**src/hdl/gsaf_pkg.sv**
```systemverilog
// shared types, constants and helpers of the gnss speed and acceleration filter
package gsaf_pkg;

    localparam int SPEED_FRAC_BITS = 8;
    localparam int TIME_W          = 64;
    localparam int SPEED_W         = 16;
    localparam int HDOP_W          = 16;
    localparam int ALPHA_W         = 17;
    localparam int ACCEL_W         = 16;
    localparam int MAXA_W          = 15;
    localparam int MS_W            = 32;
    localparam int ADDR_W          = 5;
    localparam int DATA_W          = 32;
    localparam int DT_W            = 21;
    localparam int NUM_W           = 36;
    localparam int CNT_W           = 6;
    localparam int LIM_W           = 42;
    localparam int CMP_W           = (TIME_W > LIM_W) ? TIME_W : LIM_W;
    localparam int MUL_W           = 18;
    localparam int PROD_W          = 2 * MUL_W;

    localparam logic MODE_READING = 1'b0;
    localparam logic MODE_QUERY   = 1'b1;

    localparam logic [DT_W-1:0]    DT_MIN     = 21'd20000;
    localparam logic [DT_W-1:0]    DT_MAX     = 21'd2000000;
    localparam logic [19:0]        US_PER_S   = 20'd1000000;
    localparam logic [9:0]         US_PER_MS  = 10'd1000;
    localparam logic [ALPHA_W-1:0] ALPHA_ONE  = 17'd65536;
    localparam logic [PROD_W-1:0]  ROUND_HALF = 36'd32768;
    localparam int                 EMA_SHIFT  = 16;

    localparam logic [SPEED_W-1:0] RST_DEADBAND   = SPEED_W'(1 << (SPEED_FRAC_BITS - 1));
    localparam logic [ALPHA_W-1:0] RST_ALPHA      = 17'd19661;
    localparam logic [HDOP_W-1:0]  RST_MAX_HDOP   = 16'd300;
    localparam logic [MAXA_W-1:0]  RST_MAX_ACCEL  = MAXA_W'(10 << SPEED_FRAC_BITS);
    localparam logic [SPEED_W-1:0] RST_MOVING     = SPEED_W'(2 << SPEED_FRAC_BITS);
    localparam logic [MS_W-1:0]    RST_MOVE_MEM   = 32'd5000;
    localparam logic [MS_W-1:0]    RST_HINT_AGE   = 32'd2000;

    typedef enum logic [2:0] {
        REG_SPEED_DEADBAND,
        REG_SPEED_ALPHA,
        REG_ACCEL_ALPHA,
        REG_MAX_HDOP,
        REG_MAX_ACCEL,
        REG_MOVING_SPEED,
        REG_MOVEMENT_MEMORY_MS,
        REG_MAX_HINT_AGE_MS
    } reg_idx_t;

    typedef struct packed {
        logic [SPEED_W-1:0] speed_deadband;
        logic [ALPHA_W-1:0] speed_alpha;
        logic [ALPHA_W-1:0] accel_alpha;
        logic [HDOP_W-1:0]  max_hdop;
        logic [MAXA_W-1:0]  max_accel;
        logic [SPEED_W-1:0] moving_speed;
        logic [MS_W-1:0]    movement_memory_ms;
        logic [MS_W-1:0]    max_hint_age_ms;
    } cfg_t;

    typedef enum logic [3:0] {
        ST_IDLE,
        ST_SMUL,
        ST_SUPD,
        ST_AGATE,
        ST_NMUL,
        ST_DIV,
        ST_ACHK,
        ST_AMUL,
        ST_AUPD,
        ST_HIST,
        ST_AGE,
        ST_OUT,
        ST_HOLD
    } state_t;

    typedef enum logic [3:0] {
        OP_NONE,
        OP_SMUL,
        OP_SUPD,
        OP_AGATE,
        OP_NMUL,
        OP_DIV,
        OP_AMUL,
        OP_AUPD,
        OP_HIST,
        OP_AGE,
        OP_OUT
    } dp_op_t;

    typedef struct packed {
        logic   load;
        dp_op_t op;
    } dp_cmd_t;

    typedef struct packed {
        logic bad_fix;
        logic take;
        logic div_last;
        logic q_ok;
    } dp_status_t;

    function automatic logic [ALPHA_W-1:0] sat_alpha(input logic [ALPHA_W-1:0] a);
        sat_alpha = (a > ALPHA_ONE) ? ALPHA_ONE : a;
    endfunction

endpackage

```
**src/hdl/gsaf_if.sv**
```systemverilog
// input and result channel interfaces
interface gsaf_in_if;
    logic                               valid;
    logic                               ready;
    logic                               mode;
    logic                               has_fix;
    logic [gsaf_pkg::SPEED_W-1:0]       speed;
    logic [gsaf_pkg::HDOP_W-1:0]        hdop;
    logic [63:0]                        time_us;

    modport source (output valid, mode, has_fix, speed, hdop, time_us, input ready);
    modport sink   (input valid, mode, has_fix, speed, hdop, time_us, output ready);
endinterface

interface gsaf_out_if;
    logic                               valid;
    logic                               ready;
    logic [gsaf_pkg::SPEED_W-1:0]       filtered_speed;
    logic                               speed_valid;
    logic signed [gsaf_pkg::ACCEL_W-1:0] accel;
    logic                               accel_valid;
    logic                               moving;

    modport source (output valid, filtered_speed, speed_valid, accel, accel_valid, moving,
                    input ready);
    modport sink   (input valid, filtered_speed, speed_valid, accel, accel_valid, moving,
                    output ready);
endinterface

```
**src/hdl/gnss_speed_accel_filter.sv**
```systemverilog
// top level of the gnss speed and acceleration filter
//
// One beat in, one beat out. A reading beat (mode 0) runs the speed deadband
// and ema, then the acceleration path; a query beat (mode 1) only evaluates
// the hints at the given time. Speeds are unsigned Q8.8 m/s, acceleration is
// signed Q8.8 m/s^2. The block handles one beat at a time and accepts no new
// beat until the result beat is taken. A reading that takes an acceleration
// sample also runs the 36-step restoring divider that forms speed difference
// times 1e6 over dt. The block can accept the next beat in the cycle after
// the result beat is taken. Configuration is to be written over apb only
// while the block is idle; the block itself does not enforce this. All
// registers read back.
module gnss_speed_accel_filter (
    input  logic                         clk,
    input  logic                         rst_n,
    gsaf_in_if.sink                      in_ch,
    gsaf_out_if.source                   out_ch,
    input  logic                         psel,
    input  logic                         penable,
    input  logic                         pwrite,
    input  logic [gsaf_pkg::ADDR_W-1:0]  paddr,
    input  logic [gsaf_pkg::DATA_W-1:0]  pwdata,
    output logic [gsaf_pkg::DATA_W-1:0]  prdata,
    output logic                         pready
);

    gsaf_pkg::cfg_t       cfg;
    gsaf_pkg::dp_cmd_t    cmd;
    gsaf_pkg::dp_status_t status;

    // configuration registers
    gsaf_regs u_regs (
        .clk     (clk),
        .rst_n   (rst_n),
        .psel    (psel),
        .penable (penable),
        .pwrite  (pwrite),
        .paddr   (paddr),
        .pwdata  (pwdata),
        .prdata  (prdata),
        .pready  (pready),
        .cfg     (cfg)
    );

    // sequencer: owns both handshakes
    gsaf_ctrl u_ctrl (
        .clk       (clk),
        .rst_n     (rst_n),
        .in_valid  (in_ch.valid),
        .in_ready  (in_ch.ready),
        .out_valid (out_ch.valid),
        .out_ready (out_ch.ready),
        .in_mode   (in_ch.mode),
        .status    (status),
        .cmd       (cmd)
    );

    // filter state and arithmetic; result payload is registered here
    gsaf_dp u_dp (
        .clk            (clk),
        .rst_n          (rst_n),
        .cfg            (cfg),
        .cmd            (cmd),
        .status         (status),
        .in_has_fix     (in_ch.has_fix),
        .in_speed       (in_ch.speed),
        .in_hdop        (in_ch.hdop),
        .in_time_us     (in_ch.time_us),
        .filtered_speed (out_ch.filtered_speed),
        .speed_valid    (out_ch.speed_valid),
        .accel          (out_ch.accel),
        .accel_valid    (out_ch.accel_valid),
        .moving         (out_ch.moving)
    );

endmodule

```
**src/hdl/gsaf_regs.sv**
```systemverilog
// apb configuration register file
module gsaf_regs (
    input  logic                         clk,
    input  logic                         rst_n,
    input  logic                         psel,
    input  logic                         penable,
    input  logic                         pwrite,
    input  logic [gsaf_pkg::ADDR_W-1:0]  paddr,
    input  logic [gsaf_pkg::DATA_W-1:0]  pwdata,
    output logic [gsaf_pkg::DATA_W-1:0]  prdata,
    output logic                         pready,
    output gsaf_pkg::cfg_t               cfg
);

    gsaf_pkg::cfg_t   cfg_reg;
    gsaf_pkg::reg_idx_t idx;
    logic             wr_en;

    assign idx    = gsaf_pkg::reg_idx_t'(paddr[4:2]);
    assign wr_en  = psel && penable && pwrite;
    assign pready = 1'b1;
    assign cfg    = cfg_reg;

    always_ff @(posedge clk or negedge rst_n)
    begin
        if (!rst_n)
        begin
            cfg_reg.speed_deadband     <= gsaf_pkg::RST_DEADBAND;
            cfg_reg.speed_alpha        <= gsaf_pkg::RST_ALPHA;
            cfg_reg.accel_alpha        <= gsaf_pkg::RST_ALPHA;
            cfg_reg.max_hdop           <= gsaf_pkg::RST_MAX_HDOP;
            cfg_reg.max_accel          <= gsaf_pkg::RST_MAX_ACCEL;
            cfg_reg.moving_speed       <= gsaf_pkg::RST_MOVING;
            cfg_reg.movement_memory_ms <= gsaf_pkg::RST_MOVE_MEM;
            cfg_reg.max_hint_age_ms    <= gsaf_pkg::RST_HINT_AGE;
        end
        else if (wr_en)
        begin
            unique case (idx)
                gsaf_pkg::REG_SPEED_DEADBAND:     cfg_reg.speed_deadband     <= pwdata[15:0];
                gsaf_pkg::REG_SPEED_ALPHA:        cfg_reg.speed_alpha        <= pwdata[16:0];
                gsaf_pkg::REG_ACCEL_ALPHA:        cfg_reg.accel_alpha        <= pwdata[16:0];
                gsaf_pkg::REG_MAX_HDOP:           cfg_reg.max_hdop           <= pwdata[15:0];
                gsaf_pkg::REG_MAX_ACCEL:          cfg_reg.max_accel          <= pwdata[14:0];
                gsaf_pkg::REG_MOVING_SPEED:       cfg_reg.moving_speed       <= pwdata[15:0];
                gsaf_pkg::REG_MOVEMENT_MEMORY_MS: cfg_reg.movement_memory_ms <= pwdata;
                gsaf_pkg::REG_MAX_HINT_AGE_MS:    cfg_reg.max_hint_age_ms    <= pwdata;
                default:                          ;
            endcase
        end
    end

    always_comb
    begin
        unique case (idx)
            gsaf_pkg::REG_SPEED_DEADBAND:     prdata = 32'(cfg_reg.speed_deadband);
            gsaf_pkg::REG_SPEED_ALPHA:        prdata = 32'(cfg_reg.speed_alpha);
            gsaf_pkg::REG_ACCEL_ALPHA:        prdata = 32'(cfg_reg.accel_alpha);
            gsaf_pkg::REG_MAX_HDOP:           prdata = 32'(cfg_reg.max_hdop);
            gsaf_pkg::REG_MAX_ACCEL:          prdata = 32'(cfg_reg.max_accel);
            gsaf_pkg::REG_MOVING_SPEED:       prdata = 32'(cfg_reg.moving_speed);
            gsaf_pkg::REG_MOVEMENT_MEMORY_MS: prdata = cfg_reg.movement_memory_ms;
            gsaf_pkg::REG_MAX_HINT_AGE_MS:    prdata = cfg_reg.max_hint_age_ms;
            default:                          prdata = '0;
        endcase
    end

endmodule

```
**src/hdl/gsaf_ctrl.sv**
```systemverilog
// sequencing state machine
module gsaf_ctrl (
    input  logic                 clk,
    input  logic                 rst_n,
    input  logic                 in_valid,
    output logic                 in_ready,
    output logic                 out_valid,
    input  logic                 out_ready,
    input  logic                 in_mode,
    input  gsaf_pkg::dp_status_t status,
    output gsaf_pkg::dp_cmd_t    cmd
);

    gsaf_pkg::state_t state_reg, state_next;

    always_ff @(posedge clk or negedge rst_n)
    begin
        if (!rst_n)
            state_reg <= gsaf_pkg::ST_IDLE;
        else
            state_reg <= state_next;
    end

    always_comb
    begin
        state_next = state_reg;
        cmd.load   = 1'b0;
        cmd.op     = gsaf_pkg::OP_NONE;
        in_ready   = 1'b0;
        out_valid  = 1'b0;
        unique case (state_reg)
            gsaf_pkg::ST_IDLE:
            begin
                in_ready = 1'b1;
                if (in_valid)
                begin
                    cmd.load   = 1'b1;
                    state_next = (in_mode == gsaf_pkg::MODE_QUERY) ? gsaf_pkg::ST_AGE
                                                                   : gsaf_pkg::ST_SMUL;
                end
            end
            gsaf_pkg::ST_SMUL:
            begin
                cmd.op     = gsaf_pkg::OP_SMUL;
                state_next = gsaf_pkg::ST_SUPD;
            end
            gsaf_pkg::ST_SUPD:
            begin
                cmd.op     = gsaf_pkg::OP_SUPD;
                state_next = gsaf_pkg::ST_AGATE;
            end
            gsaf_pkg::ST_AGATE:
            begin
                cmd.op = gsaf_pkg::OP_AGATE;
                if (status.bad_fix)
                    state_next = gsaf_pkg::ST_AGE;
                else if (status.take)
                    state_next = gsaf_pkg::ST_NMUL;
                else
                    state_next = gsaf_pkg::ST_HIST;
            end
            gsaf_pkg::ST_NMUL:
            begin
                cmd.op     = gsaf_pkg::OP_NMUL;
                state_next = gsaf_pkg::ST_DIV;
            end
            gsaf_pkg::ST_DIV:
            begin
                cmd.op = gsaf_pkg::OP_DIV;
                if (status.div_last)
                    state_next = gsaf_pkg::ST_ACHK;
            end
            gsaf_pkg::ST_ACHK:
            begin
                state_next = status.q_ok ? gsaf_pkg::ST_AMUL : gsaf_pkg::ST_HIST;
            end
            gsaf_pkg::ST_AMUL:
            begin
                cmd.op     = gsaf_pkg::OP_AMUL;
                state_next = gsaf_pkg::ST_AUPD;
            end
            gsaf_pkg::ST_AUPD:
            begin
                cmd.op     = gsaf_pkg::OP_AUPD;
                state_next = gsaf_pkg::ST_HIST;
            end
            gsaf_pkg::ST_HIST:
            begin
                cmd.op     = gsaf_pkg::OP_HIST;
                state_next = gsaf_pkg::ST_AGE;
            end
            gsaf_pkg::ST_AGE:
            begin
                cmd.op     = gsaf_pkg::OP_AGE;
                state_next = gsaf_pkg::ST_OUT;
            end
            gsaf_pkg::ST_OUT:
            begin
                cmd.op     = gsaf_pkg::OP_OUT;
                state_next = gsaf_pkg::ST_HOLD;
            end
            gsaf_pkg::ST_HOLD:
            begin
                out_valid = 1'b1;
                if (out_ready)
                    state_next = gsaf_pkg::ST_IDLE;
            end
            default:
            begin
                state_next = gsaf_pkg::ST_IDLE;
            end
        endcase
    end

endmodule

```
**src/hdl/gsaf_dp.sv**
```systemverilog
// filter state, shared multiplier, serial divider and result register
module gsaf_dp (
    input  logic                              clk,
    input  logic                              rst_n,
    input  gsaf_pkg::cfg_t                    cfg,
    input  gsaf_pkg::dp_cmd_t                 cmd,
    output gsaf_pkg::dp_status_t              status,
    input  logic                              in_has_fix,
    input  logic [gsaf_pkg::SPEED_W-1:0]      in_speed,
    input  logic [gsaf_pkg::HDOP_W-1:0]       in_hdop,
    input  logic [63:0]                       in_time_us,
    output logic [gsaf_pkg::SPEED_W-1:0]      filtered_speed,
    output logic                              speed_valid,
    output logic signed [gsaf_pkg::ACCEL_W-1:0] accel,
    output logic                              accel_valid,
    output logic                              moving
);

    localparam int SW = gsaf_pkg::SPEED_W;
    localparam int TW = gsaf_pkg::TIME_W;
    localparam int MW = gsaf_pkg::MUL_W;
    localparam int PW = gsaf_pkg::PROD_W;
    localparam int NW = gsaf_pkg::NUM_W;
    localparam int DW = gsaf_pkg::DT_W;
    localparam int LW = gsaf_pkg::LIM_W;
    localparam int CW = gsaf_pkg::CMP_W;

    // latched beat
    logic                           fix_reg;
    logic [SW-1:0]                  speed_reg;
    logic [gsaf_pkg::HDOP_W-1:0]    hdop_reg;
    logic [TW-1:0]                  t_reg;

    // filter state
    logic [SW-1:0]                  smoothed_reg, fspeed_reg, prev_speed_reg;
    logic                           sfv_reg, last_fix_reg, ever_fix_reg, prev_valid_reg, afv_reg;
    logic [gsaf_pkg::HDOP_W-1:0]    last_hdop_reg;
    logic [TW-1:0]                  last_fix_time_reg, prev_time_reg;
    logic [SW-1:0]                  faccel_reg;

    // working registers
    logic signed [PW-1:0]           prod_reg;
    logic [SW-1:0]                  mag_reg, q_raw_reg;
    logic                           neg_reg;
    logic [DW-1:0]                  dt_reg, rem_reg;
    logic [NW-1:0]                  num_reg;
    logic [gsaf_pkg::CNT_W-1:0]     cnt_reg;
    logic                           lt_reg;
    logic [TW-1:0]                  age_reg;
    logic [LW-1:0]                  hint_lim_reg, mov_lim_reg;

    // result register
    logic [SW-1:0]                  o_speed_reg;
    logic                           o_sv_reg, o_av_reg, o_mv_reg;
    logic [SW-1:0]                  o_accel_reg;

    logic [SW-1:0]                  db, sm_new;
    logic signed [MW-1:0]           mul_a, mul_b, raw_s;
    logic signed [PW-1:0]           mul_p, inc;
    logic [TW-1:0]                  dt_full;
    logic                           dt_win;
    logic [DW:0]                    rem_sh;
    logic                           rem_ge;
    logic                           sv, hint_ok, mov_ok;

    assign db = (speed_reg < cfg.speed_deadband) ? '0 : speed_reg;

    // signed raw derivative from magnitude and sign
    assign raw_s = neg_reg ? -$signed({2'b00, q_raw_reg}) : $signed({2'b00, q_raw_reg});

    // one multiplier shared by both ema updates
    always_comb
    begin
        if (cmd.op == gsaf_pkg::OP_AMUL)
        begin
            mul_a = raw_s - $signed({{2{faccel_reg[SW-1]}}, faccel_reg});
            mul_b = $signed({1'b0, gsaf_pkg::sat_alpha(cfg.accel_alpha)});
        end
        else
        begin
            mul_a = $signed({2'b00, db}) - $signed({2'b00, smoothed_reg});
            mul_b = $signed({1'b0, gsaf_pkg::sat_alpha(cfg.speed_alpha)});
        end
    end
    assign mul_p = mul_a * mul_b;

    // rounded ema increment
    assign inc = (prod_reg + $signed(gsaf_pkg::ROUND_HALF)) >>> gsaf_pkg::EMA_SHIFT;

    always_comb
    begin
        if (db == '0)
            sm_new = '0;
        else if (!sfv_reg)
            sm_new = db;
        else
            sm_new = smoothed_reg + inc[SW-1:0];
    end

    assign dt_full = t_reg - prev_time_reg;
    assign dt_win  = (dt_full >= TW'(gsaf_pkg::DT_MIN)) && (dt_full <= TW'(gsaf_pkg::DT_MAX));

    assign rem_sh = {rem_reg, num_reg[NW-1]};
    assign rem_ge = rem_sh >= {1'b0, dt_reg};

    assign status.bad_fix  = !fix_reg || (hdop_reg > cfg.max_hdop);
    assign status.take     = prev_valid_reg && (t_reg > prev_time_reg) && dt_win;
    assign status.div_last = cnt_reg == gsaf_pkg::CNT_W'(NW - 1);
    assign status.q_ok     = num_reg <= NW'(cfg.max_accel);

    assign hint_ok = !lt_reg && (CW'(age_reg) <= CW'(hint_lim_reg));
    assign mov_ok  = !lt_reg && (CW'(age_reg) <= CW'(mov_lim_reg));
    assign sv      = last_fix_reg && (last_hdop_reg <= cfg.max_hdop) && hint_ok;

    // working and payload registers
    always_ff @(posedge clk)
    begin
        if (cmd.load)
        begin
            fix_reg   <= in_has_fix;
            speed_reg <= in_speed;
            hdop_reg  <= in_hdop;
            t_reg     <= in_time_us[TW-1:0];
        end
        case (cmd.op)
            gsaf_pkg::OP_SMUL,
            gsaf_pkg::OP_AMUL:
            begin
                prod_reg <= mul_p;
            end
            gsaf_pkg::OP_AGATE:
            begin
                neg_reg <= fspeed_reg < prev_speed_reg;
                mag_reg <= (fspeed_reg < prev_speed_reg) ? prev_speed_reg - fspeed_reg
                                                        : fspeed_reg - prev_speed_reg;
                dt_reg  <= dt_full[DW-1:0];
            end
            gsaf_pkg::OP_NMUL:
            begin
                num_reg <= NW'(mag_reg) * NW'(gsaf_pkg::US_PER_S) + NW'(dt_reg >> 1);
                rem_reg <= '0;
            end
            gsaf_pkg::OP_DIV:
            begin
                rem_reg   <= rem_ge ? DW'(rem_sh - {1'b0, dt_reg}) : rem_sh[DW-1:0];
                num_reg   <= {num_reg[NW-2:0], rem_ge};
                q_raw_reg <= {num_reg[SW-2:0], rem_ge};
            end
            gsaf_pkg::OP_AGE:
            begin
                lt_reg       <= t_reg < last_fix_time_reg;
                age_reg      <= t_reg - last_fix_time_reg;
                hint_lim_reg <= LW'(cfg.max_hint_age_ms) * LW'(gsaf_pkg::US_PER_MS)
                              + LW'(gsaf_pkg::US_PER_MS - 10'd1);
                mov_lim_reg  <= LW'(cfg.movement_memory_ms) * LW'(gsaf_pkg::US_PER_MS)
                              + LW'(gsaf_pkg::US_PER_MS - 10'd1);
            end
            gsaf_pkg::OP_OUT:
            begin
                o_speed_reg <= sv ? fspeed_reg : '0;
                o_sv_reg    <= sv;
                o_av_reg    <= afv_reg && sv;
                o_accel_reg <= (afv_reg && sv) ? faccel_reg : '0;
                o_mv_reg    <= ever_fix_reg && mov_ok && (fspeed_reg >= cfg.moving_speed);
            end
            default: ;
        endcase
    end

    // filter state
    always_ff @(posedge clk or negedge rst_n)
    begin
        if (!rst_n)
        begin
            smoothed_reg      <= '0;
            fspeed_reg        <= '0;
            sfv_reg           <= 1'b0;
            last_fix_time_reg <= '0;
            last_fix_reg      <= 1'b0;
            last_hdop_reg     <= '0;
            ever_fix_reg      <= 1'b0;
            prev_valid_reg    <= 1'b0;
            prev_speed_reg    <= '0;
            prev_time_reg     <= '0;
            afv_reg           <= 1'b0;
            faccel_reg        <= '0;
            cnt_reg           <= '0;
        end
        else
        begin
            case (cmd.op)
                gsaf_pkg::OP_SUPD:
                begin
                    if (fix_reg)
                    begin
                        smoothed_reg      <= sm_new;
                        sfv_reg           <= 1'b1;
                        fspeed_reg        <= (sm_new < cfg.speed_deadband) ? '0 : sm_new;
                        last_fix_time_reg <= t_reg;
                        ever_fix_reg      <= 1'b1;
                    end
                    else if (last_fix_reg)
                    begin
                        sfv_reg <= 1'b0;
                    end
                    last_fix_reg  <= fix_reg;
                    last_hdop_reg <= hdop_reg;
                end
                gsaf_pkg::OP_AGATE:
                begin
                    if (status.bad_fix)
                    begin
                        prev_valid_reg <= 1'b0;
                        afv_reg        <= 1'b0;
                    end
                end
                gsaf_pkg::OP_NMUL:
                begin
                    cnt_reg <= '0;
                end
                gsaf_pkg::OP_DIV:
                begin
                    cnt_reg <= cnt_reg + 1'b1;
                end
                gsaf_pkg::OP_AUPD:
                begin
                    faccel_reg <= afv_reg ? faccel_reg + inc[SW-1:0] : raw_s[SW-1:0];
                    afv_reg    <= 1'b1;
                end
                gsaf_pkg::OP_HIST:
                begin
                    prev_speed_reg <= fspeed_reg;
                    prev_time_reg  <= t_reg;
                    prev_valid_reg <= 1'b1;
                end
                default: ;
            endcase
        end
    end

    assign filtered_speed = o_speed_reg;
    assign speed_valid    = o_sv_reg;
    assign accel          = $signed(o_accel_reg);
    assign accel_valid    = o_av_reg;
    assign moving         = o_mv_reg;

endmodule

```
**src/flat_wrapper.sv**
```systemverilog
// flat-port wrapper written by rule: the top's interface ports become plain ports
module gnss_speed_accel_filter_flat 
  (clk, rst_n, psel, penable, pwrite, paddr, pwdata, prdata, pready, in_ch_valid, in_ch_mode, in_ch_has_fix, in_ch_speed, in_ch_hdop, in_ch_time_us, in_ch_ready, out_ch_valid, out_ch_filtered_speed, out_ch_speed_valid, out_ch_accel, out_ch_accel_valid, out_ch_moving, out_ch_ready);
  gsaf_in_if in_ch_i ();
  gsaf_out_if out_ch_i ();
  input  logic clk;
  input  logic rst_n;
  input  logic psel;
  input  logic penable;
  input  logic pwrite;
  input  logic [gsaf_pkg::ADDR_W-1:0] paddr;
  input  logic [gsaf_pkg::DATA_W-1:0] pwdata;
  output logic [gsaf_pkg::DATA_W-1:0] prdata;
  output logic pready;
  input wire logic [$bits(in_ch_i.valid)-1:0] in_ch_valid;
  input wire logic [$bits(in_ch_i.mode)-1:0] in_ch_mode;
  input wire logic [$bits(in_ch_i.has_fix)-1:0] in_ch_has_fix;
  input wire logic [$bits(in_ch_i.speed)-1:0] in_ch_speed;
  input wire logic [$bits(in_ch_i.hdop)-1:0] in_ch_hdop;
  input wire logic [$bits(in_ch_i.time_us)-1:0] in_ch_time_us;
  output wire logic [$bits(in_ch_i.ready)-1:0] in_ch_ready;
  output wire logic [$bits(out_ch_i.valid)-1:0] out_ch_valid;
  output wire logic [$bits(out_ch_i.filtered_speed)-1:0] out_ch_filtered_speed;
  output wire logic [$bits(out_ch_i.speed_valid)-1:0] out_ch_speed_valid;
  output wire logic [$bits(out_ch_i.accel)-1:0] out_ch_accel;
  output wire logic [$bits(out_ch_i.accel_valid)-1:0] out_ch_accel_valid;
  output wire logic [$bits(out_ch_i.moving)-1:0] out_ch_moving;
  input wire logic [$bits(out_ch_i.ready)-1:0] out_ch_ready;
  assign in_ch_i.valid = in_ch_valid;
  assign in_ch_i.mode = in_ch_mode;
  assign in_ch_i.has_fix = in_ch_has_fix;
  assign in_ch_i.speed = in_ch_speed;
  assign in_ch_i.hdop = in_ch_hdop;
  assign in_ch_i.time_us = in_ch_time_us;
  assign in_ch_ready = in_ch_i.ready;
  assign out_ch_valid = out_ch_i.valid;
  assign out_ch_filtered_speed = out_ch_i.filtered_speed;
  assign out_ch_speed_valid = out_ch_i.speed_valid;
  assign out_ch_accel = out_ch_i.accel;
  assign out_ch_accel_valid = out_ch_i.accel_valid;
  assign out_ch_moving = out_ch_i.moving;
  assign out_ch_i.ready = out_ch_ready;
  gnss_speed_accel_filter u_core (.clk(clk), .rst_n(rst_n), .in_ch(in_ch_i), .out_ch(out_ch_i), .psel(psel), .penable(penable), .pwrite(pwrite), .paddr(paddr), .pwdata(pwdata), .prdata(prdata), .pready(pready));
endmodule
```
**config.mk**
```make
export PLATFORM = sky130hd
export DESIGN_NAME = gnss_speed_accel_filter_flat
export DESIGN_NICKNAME = d
export VERILOG_FILES = /design/src/hdl/gsaf_pkg.sv /design/src/hdl/gsaf_if.sv /design/src/hdl/gnss_speed_accel_filter.sv /design/src/hdl/gsaf_regs.sv /design/src/hdl/gsaf_ctrl.sv /design/src/hdl/gsaf_dp.sv /design/src/flat_wrapper.sv
export SDC_FILE = /design/constraint.sdc
export NUM_CORES = 2
export LEC_CHECK = 0
export BUFFER_PORTS_ARGS = -buffer_cell sky130_fd_sc_hd__buf_2
export CAP_MARGIN = 20
export CORE_ASPECT_RATIO = 1.5
export CORE_MARGIN = 5
export CORE_UTILIZATION = 60
export CTS_BUF_LIST = sky130_fd_sc_hd__clkbuf_8
export DETAILED_ROUTE_END_ITERATION = 10
export PLACE_DENSITY = 0.81
export SKIP_LAST_GASP = 1
export SYNTH_ARGS = -nofsm -noshare
export SYNTH_HDL_FRONTEND = slang
export SYNTH_HIERARCHICAL = 1
export SYNTH_SLANG_ARGS = --single-unit
```
**constraint.sdc**
```tcl
create_clock -name clk -period 17.6 [get_ports clk]
set_input_delay 1.76 -clock clk [delete_from_list [all_inputs] [get_ports clk]]
set_output_delay 1.76 -clock clk [all_outputs]
set_load 0.1 [all_outputs]
```
== Word-level counts from Yosys, hierarchy flattened ==
Cells that the tools add are included.

* Logic and storage cells: 181
* RAM bits: 0
* Memories: 0
* Latch bits: 0
* Memory bits (read-only): 0
* Bits in registers: 808

* Multiplexer cells: 34
* $lt $le $gt $ge: 16
* Eq/ne operators: 34
* Div/mod/pow operators: 0
* Reductions and logical operators: 36
* $mul: 4
* Bitwise operators: 0
* Shift operators: 0
* $add $sub $neg: 15

{| class="wikitable"
|+ Operators by type and width
! cell !! number
|-
| $pmux 32 s8 || 1
|-
| $le 64x42->1 || 2
|-
| $sub 64x64->64 || 2
|-
| $mux 16 || 6
|-
| $add 42x10->42 const B || 2
|-
| $mul 32x7->39 const B || 2
|-
| $pmux 36 s2 || 1
|-
| $ge 64x15->1 const B || 1
|-
| $gt 64x64->1 || 1
|-
| $le 64x21->1 const B || 1
|-
| $lt 64x64->1 || 1
|-
| $pmux 4 s13 || 1
|-
| $mux 17 || 3
|-
| $lt 16x16->1 || 3
|-
| $pmux 21 s2 || 1
|-
| $pmux 4 s10 || 1
|-
| $add 36x20->36 || 1
|-
| $le 36x15->1 || 1
|-
| $mux 18 || 2
|-
| $gt 17x17->1 const B || 2
|-
| $add 16x16->16 || 2
|-
| $add 32x17->32 const B || 1
|-
| $eq 4x3->1 const B || 8
|-
| $eq 4x4->1 const B || 8
|-
| other kinds (35) || 85
|}

== Logic depth before layout (Yosys ltp) ==
* Depth after elaboration: 7
* Depth in mapped cells: 51

== Hierarchy ==
Netlist, hierarchy kept.

{| class="wikitable"
|+ By module, submodules not included
! module !! cells an instance !! times used !! area an instance (µm²)
|-
| gsaf_dp || 6785 || 1 || 65496.6
|-
| gsaf_regs || 533 || 1 || 7303.3
|-
| gsaf_ctrl || 59 || 1 || 414.1
|}

== Least setup slack after synthesis ==
No wires, ideal clock.

* Kind: flip-flop to flip-flop
* From: register u_core.u_ctrl.state_reg[3]
* To: register u_core.u_dp.age_reg[0], enable pin
* Period minus slack after synthesis: 12.445 ns
* Arrival time: 11.595 ns
* Required time: 16.750 ns
* Stages on the path, launching flop included: 6
* Setup slack: 5.155 ns
* Path through: dfrtp_1 buf_2 xnor2_1 o2bb2ai_1 clkbuf_1 nor3b_1

{| class="wikitable"
|+ RTL lines
! item !! line !! text
|-
| start, declared || gsaf_ctrl.sv:14 || <nowiki>gsaf_pkg::state_t state_reg, state_next;</nowiki>
|-
| start signal, assigned || gsaf_ctrl.sv:19 || <nowiki>state_reg <= gsaf_pkg::ST_IDLE;</nowiki>
|-
| start signal, assigned || gsaf_ctrl.sv:21 || <nowiki>state_reg <= state_next;</nowiki>
|-
| end signal, assigned || gsaf_dp.sv:152 || <nowiki>age_reg <= t_reg - last_fix_time_reg;</nowiki>
|-
| end, declared || gsaf_dp.sv:49 || <nowiki>logic [TW-1:0] age_reg;</nowiki>
|}

== Final worst setup path ==
* From: register u_core.u_dp.speed_reg[1]
* To: register u_core.u_dp.prod_reg[31], data pin

* Longest elaborated chain between the ends: 5

{| class="wikitable"
|+ RTL lines
! item !! line !! text
|-
| start, declared || gsaf_dp.sv:30 || <nowiki>logic [SW-1:0] speed_reg;</nowiki>
|-
| start signal, assigned || gsaf_dp.sv:121 || <nowiki>speed_reg <= in_speed;</nowiki>
|-
| $lt 16x16->1 || gsaf_dp.sv:66 || <nowiki>assign db = (speed_reg < cfg.speed_deadband) ? '0 : speed_reg;</nowiki>
|-
| $mux 16 (*) || gsaf_dp.sv:66 ||
|-
| $sub 16x16->17 (*) || gsaf_dp.sv:81 || <nowiki>mul_a = $signed({2'b00, db}) - $signed({2'b00, smoothed_reg});</nowiki>
|-
| $mux 18 (*) || gsaf_dp.sv:74 || <nowiki>if (cmd.op == gsaf_pkg::OP_AMUL)</nowiki>
|-
| $mul 18x18->32 (*) || gsaf_dp.sv:85 || <nowiki>assign mul_p = mul_a * mul_b;</nowiki>
|-
| via u_core.u_dp.mul_p[31] || gsaf_dp.sv:59 || <nowiki>logic signed [PW-1:0] mul_p, inc;</nowiki>
|-
| end signal, assigned || gsaf_dp.sv:129 || <nowiki>prod_reg <= mul_p;</nowiki>
|-
| end, declared || gsaf_dp.sv:42 || <nowiki>logic signed [PW-1:0] prod_reg;</nowiki>
|}

Mark *: on every way through the listed nets, which the timed path passes. The rest lies on a longest branch.
A chain may end at the register's enable or synchronous reset.

==> flow_summary.ini <==
[run_status]
status = complete, no violations

[setup_path]
crit_required_ns = 18.21
critPathKind = flop to flop
crit_path_max_fanout = 21
cp-end-kind = flop
critPathMaxStageDelay_ns = 0.57
worstPathArrival_ns = 12.40
crit_path_frequent_cell = fa_1
cp_slowest_cell = fa_1
crit_path_start_kind = flop

[yosys]
synth_top_family_by_area = adder cells
synthXorXnorAreaFrac_pct = 4.884
ys_types = 109
synthMuxAreaShare_pct = 5.135
synth_fa_ha_area_share_pct = 29.35
synth_top_flop_cell = edfxtp_1
ys_seq_area_share_pct = 29.71
ys_async_sr_fraction_pct = 48.79
postSynthNetCount = 8888
synth_edf_count = 403
synth-simple-area-share_pct = 12.13
ys_ff_latch = 787
yosysTopAreaCell = edfxtp_1
yosysTopAreaCellShare_pct = 16.53
yosysWarnings = 6
synth_area_leaders = edfxtp_1, fa_1, ha_1
synth_area_mm2 = 0.07321
synth-compound-area-share_pct = 12.74
avgSynthCellArea_um2 = 9.925
synth_cells = 7377

[die]
coreArea_mm2 = 0.1216
die_area_mm2 = 0.1293
die_h_um = 437.8
die_x_um = 295.2
fp-row-count = 157
initial_core_util_pct = 60.21
io_pins = 212

[layout]
nNetsFinal = 9092
largest_reg_flops = 161
layout-drive-gt1-share_pct = 10.79
syn_to_final_growth_pct = 7.477
fill_cells = 9590

[min_path]
holdCritPathClass = flop to flop

[flow_run]
maxCapViolCount = 0

[clock_tree]
clockRootBuffer = clkbuf_8
h-tree-depth = 4
path_clk_slew_ns = 0.06
hold_buffers = 0
clk_path_buf_depth = 3
clock-sinks = 787
cts_tree = built
cts.repair.resized = 0
cts_inserted_buffers = 130
cts_setup_buffers = 0
clkLatencyLatePin_ns = 0.87

[timing]
rsz0062_at_grt = no
clock.fmax_mhz = 84.86
min_period_ns = 11.78
setup_tns_ns = 0
final_max_slew_viol_count = 0
slew_headroom_pct = 20.33
clock_skew_ns = 0.07584
fin_crit_sh_pct = 66.96
setup_viol = 0
worst_pin_slew_ns = 1.184
report.final.hold_viol_count = 0

[route]
drt_iter0_drc = 3785
ant_nets = 0
dr.pass1.iters = 7
via_per_inst = 6.038
wirelength_um = 204300
wl_per_cell_um = 21.98
drcViolationCount = 0
vias = 56120

[placement]
port_buffers = 208
gp_congestion = 1.030
hpwl_um = 163100

[global_routing]
grt_pass1_wl_um = 317800
antenna_found_initial = 15
grt_max_degree = 144
grt.overflow.total = 0
grt_pass1_vias = 58420
grtUsageTotal_pct = 31.56
==> final cells by class <==
| class | instances | area (µm²) | area share (%) |
|---|---|---|---|
| antenna | 15 | 37.54 | 0.04770 |
| clock buffer | 144 | 1982 | 2.519 |
| clock inverter | 97 | 623.1 | 0.7919 |
| inverter | 954 | 3582 | 4.552 |
| multi-input combinational | 5433 | 47120 | 59.88 |
| sequential | 787 | 21750 | 27.65 |
| tap | 1590 | 1989 | 2.528 |
| timing repair buffer | 275 | 1599 | 2.032 |
==> metrics by stage <==
stage | instance area (µm²) | utilization [%] | hold WS (ns) | setup slack, ns | std cells
6_report | 78690 | 64.71 | 0.4767 | 5.815 | 9295
4_1_cts | 78600 | 64.64 | 0.4770 | 5.809 | 9278
2_1_floorplan | 73210 | - | 0.4350 | 5.155 | 7377
3_5_place_dp | 76000 | 62.50 | 0.4629 | 5.824 | 9037
3_3_place_gp | 76000 | 62.50 | 0.4617 | 5.925 | 9037
5_1_grt | 78660 | 64.69 | 0.4889 | 5.319 | 9282
==> worst paths after layout <==
check	slack (ns)	startpoint	endpoint	cells past startpoint
worst min-delay path	0.48	u_core/u_dp/ever_fix_reg	u_core/u_dp/ever_fix_reg	1
max in group asynchronous	14.32	rst_n	u_core/u_regs/cfg[76]	3
worst max-delay path	5.82	u_core/u_dp/speed_reg[1]	u_core/u_dp/prod_reg[31]	43
min in group asynchronous	0.89	rst_n	u_core/u_dp/last_fix_time_reg[47]	1
worst max register to register	5.82	u_core/u_dp/speed_reg[1]	u_core/u_dp/prod_reg[31]	43
worst min register to register	0.48	u_core/u_dp/ever_fix_reg	u_core/u_dp/ever_fix_reg	1
==> placed cells by master, fill, tap and decap left out, drive strengths merged, types with 19 or more instances in the layout <==
| cell type | instances |
|---|---|
| a21boi | 23 |
| fa | 581 |
| a31oi | 46 |
| ha | 788 |
| mux2 | 245 |
| dfstp | 35 |
| and3 | 52 |
| o21a | 80 |
| o31ai | 31 |
| clkbuf | 144 |
| o22ai | 25 |
| nor2b | 94 |
| xnor2 | 274 |
| a21oi | 392 |
| nand2 | 538 |
| dfrtp | 349 |
| o21bai | 41 |
| or3 | 29 |
| nand4 | 89 |
| nor2 | 525 |
| edfxtp | 403 |
| o211ai | 27 |
| buf | 275 |
| o21ai | 360 |
| nor4 | 50 |
| nor3 | 90 |
| a21o | 163 |
| and2 | 56 |
| nand3 | 112 |
| clkinv | 39 |
| nand2b | 120 |
| a22oi | 19 |
| or2 | 38 |
| a211oi | 69 |
| inv | 998 |
| mux2i | 100 |
| xor2 | 130 |
==> synthesized netlist by cell type, types with 35 or more instances <==
library cell,number
edfxtp_1,403
nand4_1,87
o21ai_0,343
mux2i_1,100
dfrtp_1,349
a211oi_1,69
nor2_1,523
a21o_1,163
and2_1,56
nor2b_1,94
xor2_1,130
and3_1,52
clkbuf_1,146
o21a_1,80
nor3_1,89
nand2_1,538
fa_1,581
ha_1,788
dfstp_2,35
nor4_1,49
a31oi_1,45
nand2b_1,120
nand3_1,111
mux2_2,245
inv_1,951
o21bai_1,41
xnor2_1,272
a21oi_1,388
==> kinds of logic (layout without fill, tap and decap cells) <==
group | Yosys count | in the layout
buffers and inverters | 1157 | 1470
AO/OA/AOI/OAI | 1456 | 1456
multiplexers | 345 | 345
XOR/XNOR | 405 | 405
adder cells (fa/ha/maj) | 1369 | 1369
AND/OR/NAND/NOR | 1857 | 1857
other | 1 | 16
flip-flops | 787 | 787
==> routing by layer <==
layer | GRT usage [%] | part of all wire (%)
met2 | 53.99 | 49
met3 | 4.859 | 6.0
met1 | 35.29 | 36
met4 | 23.94 | 9.6
met5 | 0 | 0.028
==> worst max-delay path: cells and delay by family (launching register included) <==
family	cells	cell delay (ns)
AOI/OAI and AO/OA	21	5.21
xor gates and xnor gates	1	0.07
adders and majority gates	10	4.34
buffers and inverters	5	0.43
DFF	1	0.46
and+or+nand+nor	6	1.02
Power is not shown: default switching activity piles up to over one toggle a cycle in this logic, so the estimate is an artifact.
